--- config.mk ---
export PLATFORM = sky130hd
export DESIGN_NAME = dkcht_front
export DESIGN_NICKNAME = d
export VERILOG_FILES = /design/src/design/dkcht_pkg.sv /design/src/design/dkcht_front.sv
export SDC_FILE = /design/constraint.sdc
export NUM_CORES = 1
export LEC_CHECK = 0
export ABC_AREA = 1
export BUFFER_PORTS_ARGS = -buffer_cell sky130_fd_sc_hd__clkbuf_2
export CAP_MARGIN = 40
export CORE_UTILIZATION = 40
export DETAILED_ROUTE_END_ITERATION = 10
export PLACE_DENSITY = 0.64
export RECOVER_POWER = 100
export SLEW_MARGIN = 20
export SYNTH_ARGS = -nofsm -noshare
export SYNTH_HDL_FRONTEND = slang
export SYNTH_SLANG_ARGS = --single-unit
export TNS_END_PERCENT = 1
--- constraint.sdc ---
create_clock -name clk -period 6.9 [get_ports clk]
set_input_delay 0 -clock clk [delete_from_list [all_inputs] [get_ports clk]]
set_output_delay 0 -clock clk [all_outputs]
set_load 0.005 [all_outputs]
--- src/design/dkcht_pkg.sv ---
// package for the distinct key counting hash table
// holds widths, hash constants, the queue entry and result types and the prime multiply; no dependencies
`default_nettype none
package dkcht_pkg;
	localparam int INDEX_BITS = 12;
	localparam int KEY_BITS = 49;
	localparam int COUNT_BITS = 32;
	localparam int TOTAL_BITS = INDEX_BITS + 1;
	localparam int TABLE_SIZE = 1 << INDEX_BITS;
	localparam int SLOT_BITS = 1 + 2 * KEY_BITS + 2 * COUNT_BITS;
	localparam logic [63:0] FNV_BASIS = 64'hcbf29ce484222325;
	localparam logic [63:0] FNV_PRIME = 64'h00000100000001b3;
	localparam int HIGH_SHIFT = 32;

	typedef struct packed {
		logic [KEY_BITS-1:0] key_first;
		logic [KEY_BITS-1:0] key_second;
		logic flagged;
		logic [INDEX_BITS-1:0] start;
	} job_t;

	typedef struct packed {
		logic was_new;
		logic table_full;
		logic [COUNT_BITS-1:0] entry_hits;
		logic [COUNT_BITS-1:0] entry_flagged_hits;
		logic [TOTAL_BITS-1:0] distinct_total;
	} res_t;

	// multiply by the fnv prime: 2^40 + 2^8 + 0xb3, shifts and adds only
	// 0xb3 = 2^7 + 2^5 + 2^4 + 2^1 + 1
	function automatic logic [63:0] mul_prime(input logic [63:0] h);
		mul_prime = (h << 40) + (h << 8) + (h << 7) + (h << 5) + (h << 4)
			+ (h << 1) + h;
	endfunction
endpackage
`default_nettype wire

--- src/design/dkcht_front.sv ---
// front end: accepts keys, hashes them one at a time in an iterative hasher, queues jobs
// depends on dkcht_pkg
`default_nettype none
module dkcht_front (
	input wire logic clk,
	input wire logic arst_n,
	input wire logic in_valid,
	output logic in_ready,
	input wire logic [dkcht_pkg::KEY_BITS-1:0] key_first,
	input wire logic [dkcht_pkg::KEY_BITS-1:0] key_second,
	input wire logic flagged,
	output logic job_valid,
	input wire logic job_ready,
	output dkcht_pkg::job_t job
);
	import dkcht_pkg::*;

	// one hash step per cycle but for the last, which waits for queue room; one item in the hasher at a time
	logic busy_q;
	logic [1:0] step_q;
	logic [63:0] h_q;
	logic [KEY_BITS-1:0] a_q, b_q;
	logic f_q;
	logic [63:0] mix;
	logic [1:0] q_cnt_q;
	logic q_rd_q, q_wr_q;
	job_t q_mem_q [2];
	logic push;

	assign in_ready = !busy_q;
	assign push = busy_q && step_q == 2'd3;

	always_comb begin
		case (step_q)
			2'd0: mix = h_q ^ 64'(a_q);
			2'd1: mix = h_q ^ 64'(b_q);
			2'd2: mix = h_q ^ (64'(a_q) >> HIGH_SHIFT);
			default: mix = h_q ^ (64'(b_q) >> HIGH_SHIFT);
		endcase
	end

	// stall the last step while the queue is full
	always_ff @(posedge clk or negedge arst_n) begin
		if (!arst_n) begin
			busy_q <= 1'b0;
			step_q <= 2'd0;
		end else if (!busy_q) begin
			if (in_valid) begin
				busy_q <= 1'b1;
				step_q <= 2'd0;
			end
		end else if (step_q != 2'd3) begin
			step_q <= step_q + 2'd1;
		end else if (q_cnt_q != 2'd2) begin
			busy_q <= 1'b0;
		end
	end

	always_ff @(posedge clk) begin
		if (!busy_q) begin
			a_q <= key_first;
			b_q <= key_second;
			f_q <= flagged;
			h_q <= FNV_BASIS;
		end else if (step_q != 2'd3) begin
			h_q <= mul_prime(mix);
		end
	end

	logic do_push, do_pop;
	logic [63:0] hfin;
	assign hfin = mul_prime(mix);
	assign do_push = push && q_cnt_q != 2'd2;
	assign do_pop = job_valid && job_ready;
	assign job_valid = q_cnt_q != 2'd0;
	assign job = q_mem_q[q_rd_q];

	always_ff @(posedge clk or negedge arst_n) begin
		if (!arst_n) begin
			q_cnt_q <= 2'd0;
			q_rd_q <= 1'b0;
			q_wr_q <= 1'b0;
		end else begin
			if (do_push) q_wr_q <= !q_wr_q;
			if (do_pop) q_rd_q <= !q_rd_q;
			q_cnt_q <= q_cnt_q + 2'(do_push) - 2'(do_pop);
		end
	end

	always_ff @(posedge clk) begin
		if (do_push) q_mem_q[q_wr_q] <= '{key_first: a_q, key_second: b_q,
			flagged: f_q, start: hfin[INDEX_BITS-1:0]};
	end
endmodule
`default_nettype wire

Yosys cells after proc, flatten, opt, wreduce, memory -nomap -nowiden
Memories as Yosys holds them, arrays and structs flattened.
Index checks and enable logic that the tools add are counted.
Storage, ports and cells
  flip-flop bits (word level): 170
  RAM bits: 222
  memories: 1
  word-level logic and storage cells: 49
  input port bits: 103
Cells by class
  bitwise operators: 4
  multiplexer cells: 10
  reduce and logical (&&, ||, !) cells: 10
  eq/ne operators: 6
  $add $sub $neg: 9
Memories
  q_mem_q: depth 2, width 111, rd ports 1, clocked after memory_dff 0, wr ports 1, RTL line dkcht_front.sv:27  | job_t q_mem_q [2];
Operators by type and width (number)
  adder 64 bit: 6
  one-hot mux 64 bit (3 select lines): 1
  bitwise XOR 64 x 17 -> 64 bit: 2
  bitwise XOR 64 x 49 -> 64 bit: 2
  2-to-1 mux 1 bit: 6
  2-to-1 mux 2 bit: 3
  equality test 2 bit (second input constant): 2
  inequality test 2 bit (second input constant): 2
  nonzero test 2 bit: 2
  logical AND 1 bit: 3
  zero test 1 bit: 3
  adder 2 x 1 -> 2 bit: 1
  adder 2 x 1 -> 2 bit (second input constant): 1
  equality test 2 x 1 -> 1 bit (second input constant): 1
  zero test 2 bit: 1
  inequality test 2 x 1 -> 1 bit (second input constant): 1
  AND reduction 2 bit: 1
  subtractor 2 x 1 -> 2 bit: 1

Depth between registers and ports, before layout
Gate-level depths: netlist (run 1).
  word-level depth: 8
  gate-level depth with buffers: 31
  gate-level depth less buffers: 29

Worst setup path before layout (run 1)
Ideal clock, no wire load.
  path type: reg2reg
  start point: register step_q[0]
  end point: memory q_mem_q[0][0] (netlist name) (enable)
  data required time: 6.318 ns
  arrival time: 5.634 ns
  clock period less this slack: 6.216 ns
  stages on the path, launching flop included: 6
  slack: 0.684 ns
  cell sequence: dfrtp_1 -> ha_1 -> nand2_1 -> a21oi_1 -> inv_1 -> nor2_1
On the way
  longest elaborated chain between the ends: 5
RTL lines
  start: declaration: RTL line dkcht_front.sv:20  | logic [1:0] step_q;
  start signal: assignment: RTL line dkcht_front.sv:53  | step_q <= step_q + 2'd1;
  equality test 2 bit: RTL line dkcht_front.sv:31  | assign push = busy_q && step_q == 2'd3;
  logical AND 1 bit: RTL line dkcht_front.sv:31
  logical AND 1 bit: RTL line dkcht_front.sv:73  | assign do_push = push && q_cnt_q != 2'd2;
  2-to-1 mux 1 bit: RTL line dkcht_front.sv:91  | if (do_push) q_mem_q[q_wr_q] <= '{key_first: a_q, key_second: b_q,
  2-to-1 mux 1 bit (implied by the code): RTL line dkcht_front.sv:91
  end: declaration: RTL line dkcht_front.sv:27
No other way between the ends.

Worst setup path in the final report (run 1)
  start point: register step_q[1]
  end point: memory q_mem_q[1][11] (netlist name), data pin
On the way
  longest elaborated chain between the ends: 8
  elaborated cells between the ends (all ways): 10
  those cells by class: add/sub: 6; eq/ne: 2; mux: 1; reduce/logical: 1
RTL lines
  equality test 2 bit, or another cell as far along: RTL line dkcht_front.sv:34  | case (step_q)
  one-hot mux 64 bit (3 select lines) (*): RTL line dkcht_front.sv:34
  adder 64 bit (4 in series): RTL line dkcht_pkg.sv:33  | mul_prime = (h << 40) + (h << 8) + (h << 7) + (h << 5) + (h << 4)
  adder 64 bit: RTL line dkcht_pkg.sv:34  | + (h << 1) + h;
  adder 64 bit (*): RTL line dkcht_pkg.sv:34
  net hfin[11]: RTL line dkcht_front.sv:71  | logic [63:0] hfin;
The timed path passes the listed nets; every way through them passes the cells marked *.

==> results.txt, run 1 <==
The critical path goes through inv_1 -> ha_1 -> nor2_4 -> o21ai_0 -> o21ai_0 -> xor2_1 -> inv_1 -> fa_1 -> fa_1 -> inv_1 -> fa_1 -> ha_1 -> ha_1 -> nand2_1 -> nand2_1 -> nand3_1 -> nand3_1 -> nand3b_1 -> nand3_1 -> nand2_1 -> inv_1 -> nand3_1 -> nand2_1 -> inv_1. The count of placed standard cells including taps is 1691. The total clock sinks is between 300 and 400. In the final routed layout, each cell accounts on average for between 15 and 20 um.

The total buffers and inverters traversed by the critical path is 5. The share of the yosys chip area belonging to registers came out at 0.740. STA classifies the critical path startpoint as a register. After floorplanning, the core was sized to cover between 30000 and 40000 um2. In the finished design, the share of the clock period the worst path needs comes to 0.852. When the netlist entered floorplanning its net count stood at between 1000 and 1500. The global-route wire length before repair came out at roughly 48000 um. The total global routing track utilization came out at 0.178. The number of port buffers came out at 215. The deepest clock path buffer count is 3. In the synthesized netlist the async set-or-reset flop fraction comes to 0.0206. Setup repair after global routing left no endpoint under its margin. The first-pass iteration count of the detailed router is 5. The later pin in the worst-skew pair is clocked with a latency of 530 ps. The most used flip-flop cell after synthesis is sky130_fd_sc_hd__edfxtp_1. The total via count after detailed routing came out at between 8000 and 9000. The final reports fail on capacitance limit, slew limit. The vertical extent of the die is between 150 and 200 um.

The initial core utilization is 0.406. Hold timing on the final database bottoms out at a slack of between 150 and 200 ps. The root buffer selected by CTS is sky130_fd_sc_hd__clkbuf_16. The total negative setup slack came out at 0 ps.

The flip-flop and latch count after synthesis came out at 340. The final layout contains routed wiring with a total length of just over 30000 um. The number of buffers inserted for hold repair after clock tree synthesis is 103. The via count of the first global-routing pass came out at between 8000 and 9000.

The clock transition time at the flip-flop clock pins of the worst setup and hold paths is around 60 ps. The layout cell share with drive strength beyond 1 came out at 0.151. The area growth from synthesis to layout came out at 27.2%. STA classifies the critical path endpoint as a register. The number of H-tree branching levels came out at 2. The DRC violations left is 0. The number of gates resized after cts came out at 0. The highest metal layer carrying signal wires in the routed design is met4. The final count of hold timing violations came out at 0. The tool flagged a number of max-cap violations equal to 7. The violation count after the first detailed-routing iteration came out at about 650. The width of the die came out at approximately 190 um. The maximum fanout along the worst path is 19. Clock skew on the completed layout was measured at between 20 and 25 ps.

The area of the die is 34700 um2. For the worst setup path, the data arrival time is between 6000 and 7000 ps. The count of nets after finishing is about 1500. On the critical path, the stage with the largest delay is an instance of sky130_fd_sc_hd__xor2_1. The detailed-routing wirelength on met1 is 13800 um.

The number of synthesis warnings came out at 0. Counting flops with a built-in enable in the synthesized netlist gives ~320. The synthesized cell area came out at 13600 um2. The last weighted congestion value of the routability-driven placer came out at roughly 0.86. The number of antenna violations at the first check in global routing came out at 1. The post-synthesis instance total is roughly 1000. The final setup violation count came out at 0.

The total met2 wirelength after detailed routing is 14300 um. The total global routing overflow came out at 0. The number of buffers inserted during clock tree synthesis came out at 36. The number of pins with negative max-slew slack in the final report came to 352.

The worst relative slew slack came out at -0.718. The fraction of the core area covered by cells at the end of the flow came out at 0.517. The mean cell area of the mapped netlist came out at ~13 um2. For this design the top-level I/O count stands at roughly 220. The number of cell rows is between 60 and 70.

Dividing the detail-routed via count by the number of cells gives 4.65. The critical path is of the register to register type. The buffer count from post-CTS setup fixing came out at 0. Entering global routing, the biggest net connects 90 pins.

The shortest clock period the worst path allows after layout came out at just under 6000 ps. The half-perimeter wire length after detailed placement came out at 20100 um. The cell class contributing the biggest share of worst-path delay is adder cells. In this run the worst hold path is classified as input port to register. The required time of the critical path came out at ~7200 ps.

The met3 wire length is 2070 um. For this run, the slowest stage of the critical path takes between 500 and 600 ps. The count of nets left with antenna violations once routing finished came out at 0. The cell that appears most often on the critical path is sky130_fd_sc_hd__inv_1. The slew of the pin with the lowest slew margin is approximately 2600 ps. The final standard cell count with taps included and fillers excluded came out at 1861. TritonCTS built the clock tree.

The maximum operating frequency is 170 MHz. The count of unique library cells instantiated by Yosys came out at 31. The flow ran to the end, but the final reports show violations.
-- placed cells by master, fill, tap and decap left out, types with 6 or more instances in the layout --
master / count
sky130_fd_sc_hd__nand2_1: 424
sky130_fd_sc_hd__edfxtp_1: 321
sky130_fd_sc_hd__clkbuf_2: 140
sky130_fd_sc_hd__dlygate4sd3_1: 103
sky130_fd_sc_hd__clkbuf_1: 87
sky130_fd_sc_hd__inv_1: 81
sky130_fd_sc_hd__clkbuf_16: 37
sky130_fd_sc_hd__ha_1: 31
sky130_fd_sc_hd__nand3_1: 26
sky130_fd_sc_hd__nor2_1: 20
sky130_fd_sc_hd__fa_1: 19
sky130_fd_sc_hd__o21ai_0: 18
sky130_fd_sc_hd__xor2_1: 13
sky130_fd_sc_hd__dfxtp_1: 12
sky130_fd_sc_hd__clkinv_2: 10
sky130_fd_sc_hd__a21oi_1: 9
sky130_fd_sc_hd__dfrtp_1: 7
sky130_fd_sc_hd__a22oi_1: 6
sky130_fd_sc_hd__xnor2_1: 6
-- area by class of cell --
class                      count  area [um2]
fill                        2896       16200
sequential                   340       10100
multi-input combinational    593        3070
timing repair buffer         327        2070
clock buffer                  44         962
tap                          448         561
inverter                      87         329
clock inverter                21         240
antenna                        1        2.50
-- metrics by stage --
stage / instance area (um2) / setup slack (ps)
floorplan: 13600 / 684
global placement: 15200 / 1280
detailed placement: 15200 / 1100
CTS: 17500 / 1080
global route: 17300 / 474
finish: 17300 / 1020
-- synth_stat cells, types with 4 or more instances --
library cell	n	area share
sky130_fd_sc_hd__nand3_1	25	0.0092
sky130_fd_sc_hd__nand2_1	424	0.12
sky130_fd_sc_hd__dfrtp_1	7	0.013
sky130_fd_sc_hd__ha_1	31	0.029
sky130_fd_sc_hd__buf_1	6	0.0017
sky130_fd_sc_hd__nor2_1	20	0.0055
sky130_fd_sc_hd__xnor2_1	6	0.0039
sky130_fd_sc_hd__dfxtp_1	12	0.018
sky130_fd_sc_hd__a22oi_1	6	0.0033
sky130_fd_sc_hd__clkbuf_1	18	0.0050
sky130_fd_sc_hd__a21oi_1	9	0.0033
sky130_fd_sc_hd__fa_1	19	0.028
sky130_fd_sc_hd__edfxtp_1	321	0.71
sky130_fd_sc_hd__xor2_1	13	0.0084
sky130_fd_sc_hd__inv_2	4	0.0011
sky130_fd_sc_hd__nand2_2	4	0.0018
sky130_fd_sc_hd__o22ai_1	4	0.0018
sky130_fd_sc_hd__inv_1	83	0.023
sky130_fd_sc_hd__o21ai_0	17	0.0063
-- layer usage --
| layer | vias to the layer above | GRT usage |
|---|---|---|
| li1 | 4196 | - |
| met1 | 4123 | 0.246 |
| met2 | 292 | 0.285 |
| met3 | 46 | 0.0344 |
| met4 | 0 | 0.0505 |
| met5 | - | 0 |
-- path summary, 6_finish.rpt --
kind / from / end / slack [ps] / depth (start not counted)
min reg2reg: a_q[17]$_DFFE_PN_ / q_mem_q[0][79]$_DFFE_PP_ / 440 / 0
min in group asynchronous: arst_n / q_wr_q$_DFFE_PN0P_ / 460 / 3
min: key_second[23] / b_q[23]$_DFFE_PN_ / 190 / 2
max: step_q[1]$_DFFE_PN0P_ / q_mem_q[1][11]$_DFFE_PP_ / 1020 / 24
max reg2reg: step_q[1]$_DFFE_PN0P_ / q_mem_q[1][11]$_DFFE_PP_ / 1020 / 24
max in group asynchronous: arst_n / step_q[1]$_DFFE_PN0P_ / 6190 / 3
-- flip-flops by register name, summed over array words and instances (netlist names), 2 cells and up --
name / flops
b_q: 49
step_q: 2
a_q: 49
q_cnt_q: 2
q_mem_q: 222
h_q: 12
-- kinds of logic (layout without fill, tap and decap cells) --
family | Yosys count | count (layout) | synth area share
simple gates | 482 | 482 | 0.139
buf+inv | 116 | 479 | 0.0342
xor+xnor | 19 | 19 | 0.0122
fa+ha+maj | 50 | 50 | 0.0565
flops | 340 | 340 | 0.740
other cells | 0 | 1 | 0
compound gates | 42 | 42 | 0.0179
Power of run 1 is not shown: default switching activity piles up to over one toggle a cycle in this logic, so the estimate is an artifact.
==> inputs of run 2 (changes only) <==
- REMOVE_ABC_BUFFERS: not set -> 1
==> run 2 against run 1 <==
  * The flow still finishes with violations (capacitance limit, slew limit)
  * Routed wire length is 2.4% lower
  * Via count is 1.1% lower
  * Die area stayed put
  * Critical path depth is 1 higher
  * Hold slack better by 4.7 ps
  * Worst setup slack worse by 150 ps
  * Design area is 0.28% higher
  * Clock-buffer cell count is 1 higher
  * Critical endpoint is now q_mem_q[0][11]$_DFFE_PP_
  * Highest routed layer unchanged
  * Register-to-register slack worse by 150 ps
  * Sequential cell count stayed put
  * Utilization is 0.15 points higher
==> results.txt, run 2 (synthesis results as in run 1) <==
The flow ran to the end, but the final reports show violations. The final reports fail on capacitance limit, slew limit. The deepest clock path buffer count is 3 (unchanged).

The via count of the first global-routing pass is 8583 (+1.5%). The clock tree from TritonCTS is yes. The vertical extent of the die came out at 186 um (unchanged). The total global routing overflow came to 0 (unchanged). The final count of hold timing violations is 0 (unchanged). The floorplan core area came out at 33400 um2 (unchanged). The slowest stage of the critical path belongs to the cell sky130_fd_sc_hd__xor2_1. Setup repair after global routing left no endpoint under its margin. The final wirelength came out at 30000 um (-2.4%). The maximum clock skew at final layout came out at 17.0 ps (-5.63 ps). The number of nets with antenna violations after detailed routing is 0 (unchanged). In the final layout, the registers with the most flip-flops are q_mem_q: 222 flops, a_q: 49 flops, b_q: 49 flops.

The total via count after detailed routing came to 8558 (-1.1%). The share of the cycle needed by the critical path after routing is 0.875 (+0.0223). The initial core utilization came out at 0.406 (unchanged).

The count of cells along the worst register-to-register path is 25 (+4.2%). The area of combinational cells with multiple inputs is 3080 um2 (+0.49%). The startpoint of the worst setup timing path is step_q[1]$_DFFE_PN0P_. The critical path is of the register to register type.

The width of the die is 186 um (unchanged). The data arrival time of the worst path came out at 6300 ps (+150 ps). The global-route wire length before repair was 46900 um (-1.3%).

The maximum fanout along the worst path is 16 (-3). The number of flip-flops in the largest register is 222 (unchanged). The type of origin of the critical path is a register. The worst hold path begins at key_second[39].

The area of the die is 34700 um2 (unchanged). The slew of the pin with the lowest slew margin was 3000 ps (+419 ps). The violation count after the first detailed-routing iteration came out at 435 (-33%). The type of element capturing the critical path is a register. The maximum number of pins on one net before global-route repair is 58 (-36%). The clock insertion delay at the later pin of the skew report came out at 520 ps (about the same). The number of cells on the critical path is 25 (+4.2%). The clock transition time at the flip-flop clock pins of the worst setup and hold paths is 60 ps (about the same). The via-per-instance ratio is 4.59 (-1.4%). The count of nets after finishing is 1542 (+0.26%). The total negative setup slack came to 0 ps (unchanged). The final setup violation count is 0 (unchanged). The I/O pin total is 216 (unchanged).

The maximum operating frequency was 166 MHz (-2.6%). The total global routing track utilization is 0.174 (-0.00390). The kind of cell with the highest combined delay along the critical path is adder cells.

The root buffer selected by CTS is sky130_fd_sc_hd__clkbuf_16. The sequential cell area is 10100 um2 (unchanged). The number of antenna violations at the first check in global routing came out at 2 (+1). The number of buffers inserted during clock tree synthesis came out at 36 (unchanged). The number of pins with negative max-slew slack in the final report came out at 396 (+13%). The min-delay analysis places its worst path in the category input port to register. The number of H-tree branching levels is 2 (unchanged). The delay of the slowest cell on the worst path came out at 580 ps (+30 ps).

The area growth from synthesis to layout is 27.6%. The total buffers and inverters traversed by the critical path came out at 5 (unchanged). The number of filler cells placed in the layout is 2884 (-0.41%). The number of cell rows is 67 (unchanged). The number of port buffers is 215 (unchanged). The register ranked first by flip-flop count is q_mem_q.

The last weighted congestion value of the routability-driven placer came out at 0.857 (+0.20%). In the layout the commonest cells are sky130_fd_sc_hd__nand2_1 (424), sky130_fd_sc_hd__edfxtp_1 (321), sky130_fd_sc_hd__clkbuf_2 (149). The startpoint identified for the worst register-to-register timing path is step_q[1]$_DFFE_PN0P_.

The required time of the critical path came out at 7160 ps (about the same). The detailed-route wire length per cell was 16.1 um (-2.7%). The total of max-cap violations came to 9 (+2).

The layout cell share with drive strength beyond 1 came to 0.158 (+0.00734). The first-pass iteration count of the detailed router was 6 (+1). The half-perimeter wire length after detailed placement came to 19700 um (-2.0%). The number of cells on the worst hold path is 2 (unchanged). The shortest clock period the worst path allows after layout came out at 6040 ps (+154 ps).

The DRC violations left is 0 (unchanged). The most frequent standard cell in the layout excluding fill and tap cells is sky130_fd_sc_hd__nand2_1. The worst relative slew slack came out at -0.997 (-0.279).

The total clock sinks came out at 340 (unchanged).
[run 2: path summary, 6_finish.rpt]
kind                            slack (ps)                        end
worst max-delay path                   860   q_mem_q[0][11]$_DFFE_PP_
worst min-delay path                   190          b_q[39]$_DFFE_PN_
worst max register to register         860   q_mem_q[0][11]$_DFFE_PP_
worst min register to register         440  q_mem_q[1][110]$_DFFE_PP_
max in group asynchronous             6170         q_rd_q$_DFFE_PN0P_
min in group asynchronous              480      step_q[0]$_DFFE_PN0P_
[run 2: final cells by class]
type	count	area share
antenna	2	0.000289
clock buffer	45	0.0564
clock inverter	20	0.0128
inverter	87	0.0190
multi-input combinational	593	0.178
sequential	340	0.580
tap	448	0.0323
timing repair buffer	331	0.122
[run 2: stage by stage]
| stage | hold WS [ps] | setup slack [ps] | std cells | instance area, um2 | utilization |
|---|---|---|---|---|---|
| 2_1_floorplan | -296 | 684 | 1020 | 13500 | - |
| 3_3_place_gp | -147 | 1240 | 1691 | 15200 | 0.454 |
| 3_5_place_dp | -146 | 1080 | 1695 | 15300 | 0.457 |
| 4_1_cts | 173 | 1070 | 1863 | 17500 | 0.523 |
| 5_1_grt | 178 | 359 | 1866 | 17300 | 0.518 |
| 6_report | 194 | 864 | 1866 | 17300 | 0.518 |
[run 2: repair_timing]
item                      4_1_cts  5_1_grt
resized for setup               0        0
hold buffers                  103        0
setup buffers                   0        0
hold endpoints to repair      110        0
[run 2: per-layer routing]
metal	GRT usage	wire [um]	vias to the layer above
li1	-	-	4204
met1	0.231	13200	4057
met2	0.292	14600	248
met4	0.0505	613	0
met3	0.0303	1620	49
met5	0	0	-
[run 2: worst reg2reg max path: cells and delay by family, from the launching register on]
kind	cells	cell delay, ps
AO/OA/AOI/OAI	2	350
XOR/XNOR	2	800
adder cells (fa/ha/maj)	6	2280
buffers and inverters	5	690
flip-flops	1	370
AND/OR/NAND/NOR	10	1290
Power of run 2 is left out for the same reason.
==> inputs of run 3 (changes only) <==
- CTS_BUF_LIST: not set -> sky130_fd_sc_hd__clkbuf_16
- RECOVER_POWER: 100 -> not set
==> run 3 against run 2 <==
  * Critical path depth stayed put
  * First-iteration DRC count is 2.8% higher
  * Die area stayed put
  * The run now ends clean
  * Routed wire length is 0.34% lower
  * Hold slack worse by 0.80 ps
  * Critical endpoint unchanged
  * Utilization is 0.56 points higher
  * Clock-buffer cell count is 7 lower
  * Via count is 0.33% lower
  * Maximum frequency is 5.5% higher
  * Non-clock buffer count stayed put
  * Global-route usage stayed put
  * Design area is 1.1% higher
==> results.txt, run 3 (synthesis results as in run 1) <==
The total clock sinks came out at 340 (unchanged). The total global routing track utilization is 0.174 (unchanged). The total negative setup slack is 0 ps (unchanged). The detailed-route wire length per cell came out at 16.0 um (-0.34%). The DRC violations left is 0 (unchanged). The via-per-instance ratio is 4.57 (-0.33%). The number of cells on the critical path came out at 25 (unchanged).

The slew of the pin with the lowest slew margin is 736 ps (-2260 ps). The half-perimeter wire length after detailed placement is 19700 um (unchanged). The library cells used most frequently in the layout, excluding fill and tap cells, are sky130_fd_sc_hd__nand2_1 (424), sky130_fd_sc_hd__edfxtp_1 (321), sky130_fd_sc_hd__clkbuf_2 (215). The maximum clock skew at final layout was 17.9 ps (+0.921 ps).

STA classifies the critical path startpoint as a register. The initial core utilization is 0.406 (unchanged). The violation count after the first detailed-routing iteration came to 447 (+2.8%). The cell class contributing the biggest share of worst-path delay is adder cells. Among all stages on the critical path, the largest delay is contributed by sky130_fd_sc_hd__xor2_1.

The final count of hold timing violations is 0 (unchanged). The area of the die is 34700 um2 (unchanged). The layout cell share with drive strength beyond 1 is 0.213 (+0.0544). The number of cell rows is 67 (unchanged). The total of max-cap violations came out at 0 (-9). The final worst hold slack came out at 193 ps (-0.798 ps). The first-pass iteration count of the detailed router is 6 (unchanged). CTS placed an instance of sky130_fd_sc_hd__clkbuf_16 at the clock tree root. The count of nets after finishing came out at 1542 (unchanged). The number of H-tree branching levels is 2 (unchanged). The library cell used most frequently in the layout, excluding fill and tap cells, is sky130_fd_sc_hd__nand2_1.

The clock insertion delay at the later pin of the skew report is 520 ps (about the same). The deepest clock path buffer count came out at 3 (unchanged). TritonCTS built the clock tree. The clock transition time at the flip-flop clock pins of the worst setup and hold paths came out at 60 ps (about the same). The number of buffers inserted during clock tree synthesis is 36 (unchanged). The number of nets with antenna violations after detailed routing came out at 0 (unchanged). The data arrival time of the worst path is 5980 ps (-320 ps).

The number of pins with negative max-slew slack in the final report came out at 0 (-100%). The post-detailed-placement cell area was 15300 um2 (unchanged). The worst setup path is captured at a register.

The largest registers in the layout are q_mem_q: 222 flops, a_q: 49 flops, b_q: 49 flops. The shortest clock period the worst path allows after layout is 5720 ps (-312 ps). The fraction of the core area covered by cells at the end of the flow is 0.524 (+0.00561). The run finished with clean final reports.

The total via count after detailed routing came out at 8530 (-0.33%). In this run the worst hold path is classified as input port to register. The maximum number of pins on one net before global-route repair was 58 (unchanged). Setup repair after global routing left no endpoint under its margin.

The width of the die came out at 186 um (unchanged). The number of port buffers is 215 (unchanged). The via count of the first global-routing pass is 8583 (unchanged).

The worst relative slew slack came out at 0.509 (+1.51). The vertical extent of the die was 186 um (unchanged). The floorplan core area came to 33400 um2 (unchanged).

The total buffers and inverters traversed by the critical path came out at 5 (unchanged). The area growth from synthesis to layout is 29.0%. The last weighted congestion value of the routability-driven placer is 0.857 (unchanged). The maximum fanout along the worst path is 16 (unchanged).

The delay of the slowest cell on the worst path came out at 580 ps (about the same). The number of cells on the worst hold path is 2 (unchanged). More flip-flops sit in one register than any other, and that register is q_mem_q.

The required time of the critical path is 7160 ps (about the same). The final wirelength is 29900 um (-0.34%). The I/O pin total came out at 216 (unchanged).

The number of antenna violations at the first check in global routing was 2 (unchanged). The final standard cell area without fillers is 17500 um2 (+1.1%). The number of flip-flops in the largest register was 222 (unchanged).

The total global routing overflow came to 0 (unchanged). The maximum operating frequency is 175 MHz (+5.5%). The share of the cycle needed by the critical path after routing came out at 0.830 (-0.0452). The critical path class is register to register. The global-route wire length before repair is 46900 um (unchanged).

The count of cells along the worst register-to-register path is 25 (unchanged). The final setup violation count came to 0 (unchanged).
[run 3: cell count changes in the layout (fill, tap and decap cells not counted), moves of 2 or more]
cell,previous run,this run
sky130_fd_sc_hd__buf_16,1,3
sky130_fd_sc_hd__clkbuf_1,82,0
sky130_fd_sc_hd__inv_4,0,2
sky130_fd_sc_hd__inv_1,81,88
sky130_fd_sc_hd__clkinvlp_2,2,0
sky130_fd_sc_hd__clkbuf_2,149,215
sky130_fd_sc_hd__buf_4,3,8
[run 3: stage by stage]
stage	worst slack, ps	std cells
2_1_floorplan	684	1020
3_3_place_gp	1240	1691
3_5_place_dp	1080	1695
4_1_cts	1070	1863
5_1_grt	697	1866
6_report	1180	1866
[run 3: area by class of cell]
class	count	area, um2
Clock inverter	27	249
Clock buffer	38	951
Timing Repair Buffer	331	2280
Sequential cell	340	10100
Antenna cell	2	5.00
Fill cell	2832	15900
Inverter	87	332
Tap cell	448	561
Multi-Input combinational cell	593	3090
[run 3: worst reg2reg max path: cells and delay by family (launching register included)]
kind | cells | cell delay [ps]
xor+xnor | 2 | 800
fa+ha+maj | 6 | 2290
simple gates | 10 | 1140
buf+inv | 5 | 510
compound gates | 2 | 350
flops | 1 | 370
[run 3: final timing paths]
check / endpoint / slack, ps / startpoint
worst max-delay path: q_mem_q[0][11]$_DFFE_PP_ / 1180 / step_q[1]$_DFFE_PN0P_
min in group asynchronous: step_q[0]$_DFFE_PN0P_ / 470 / arst_n
worst max register to register: q_mem_q[0][11]$_DFFE_PP_ / 1180 / step_q[1]$_DFFE_PN0P_
worst min-delay path: b_q[39]$_DFFE_PN_ / 190 / key_second[39]
worst min register to register: q_mem_q[1][74]$_DFFE_PP_ / 440 / a_q[12]$_DFFE_PN_
max in group asynchronous: q_rd_q$_DFFE_PN0P_ / 6160 / arst_n
[run 3: timing repair]
action	4_1_cts	5_1_grt
endpoints found under the hold margin	110	0
resized for setup	0	0
setup buffers	0	0
hold buffers	103	0
[run 3: per-layer routing]
layer	vias to the layer above	track usage	part of all wire
li1	4204	-	-
met1	4035	0.231	0.44
met2	240	0.292	0.48
met3	51	0.0303	0.053
met4	0	0.0505	0.022
met5	-	0	0
Power of run 3 is left out for the same reason.
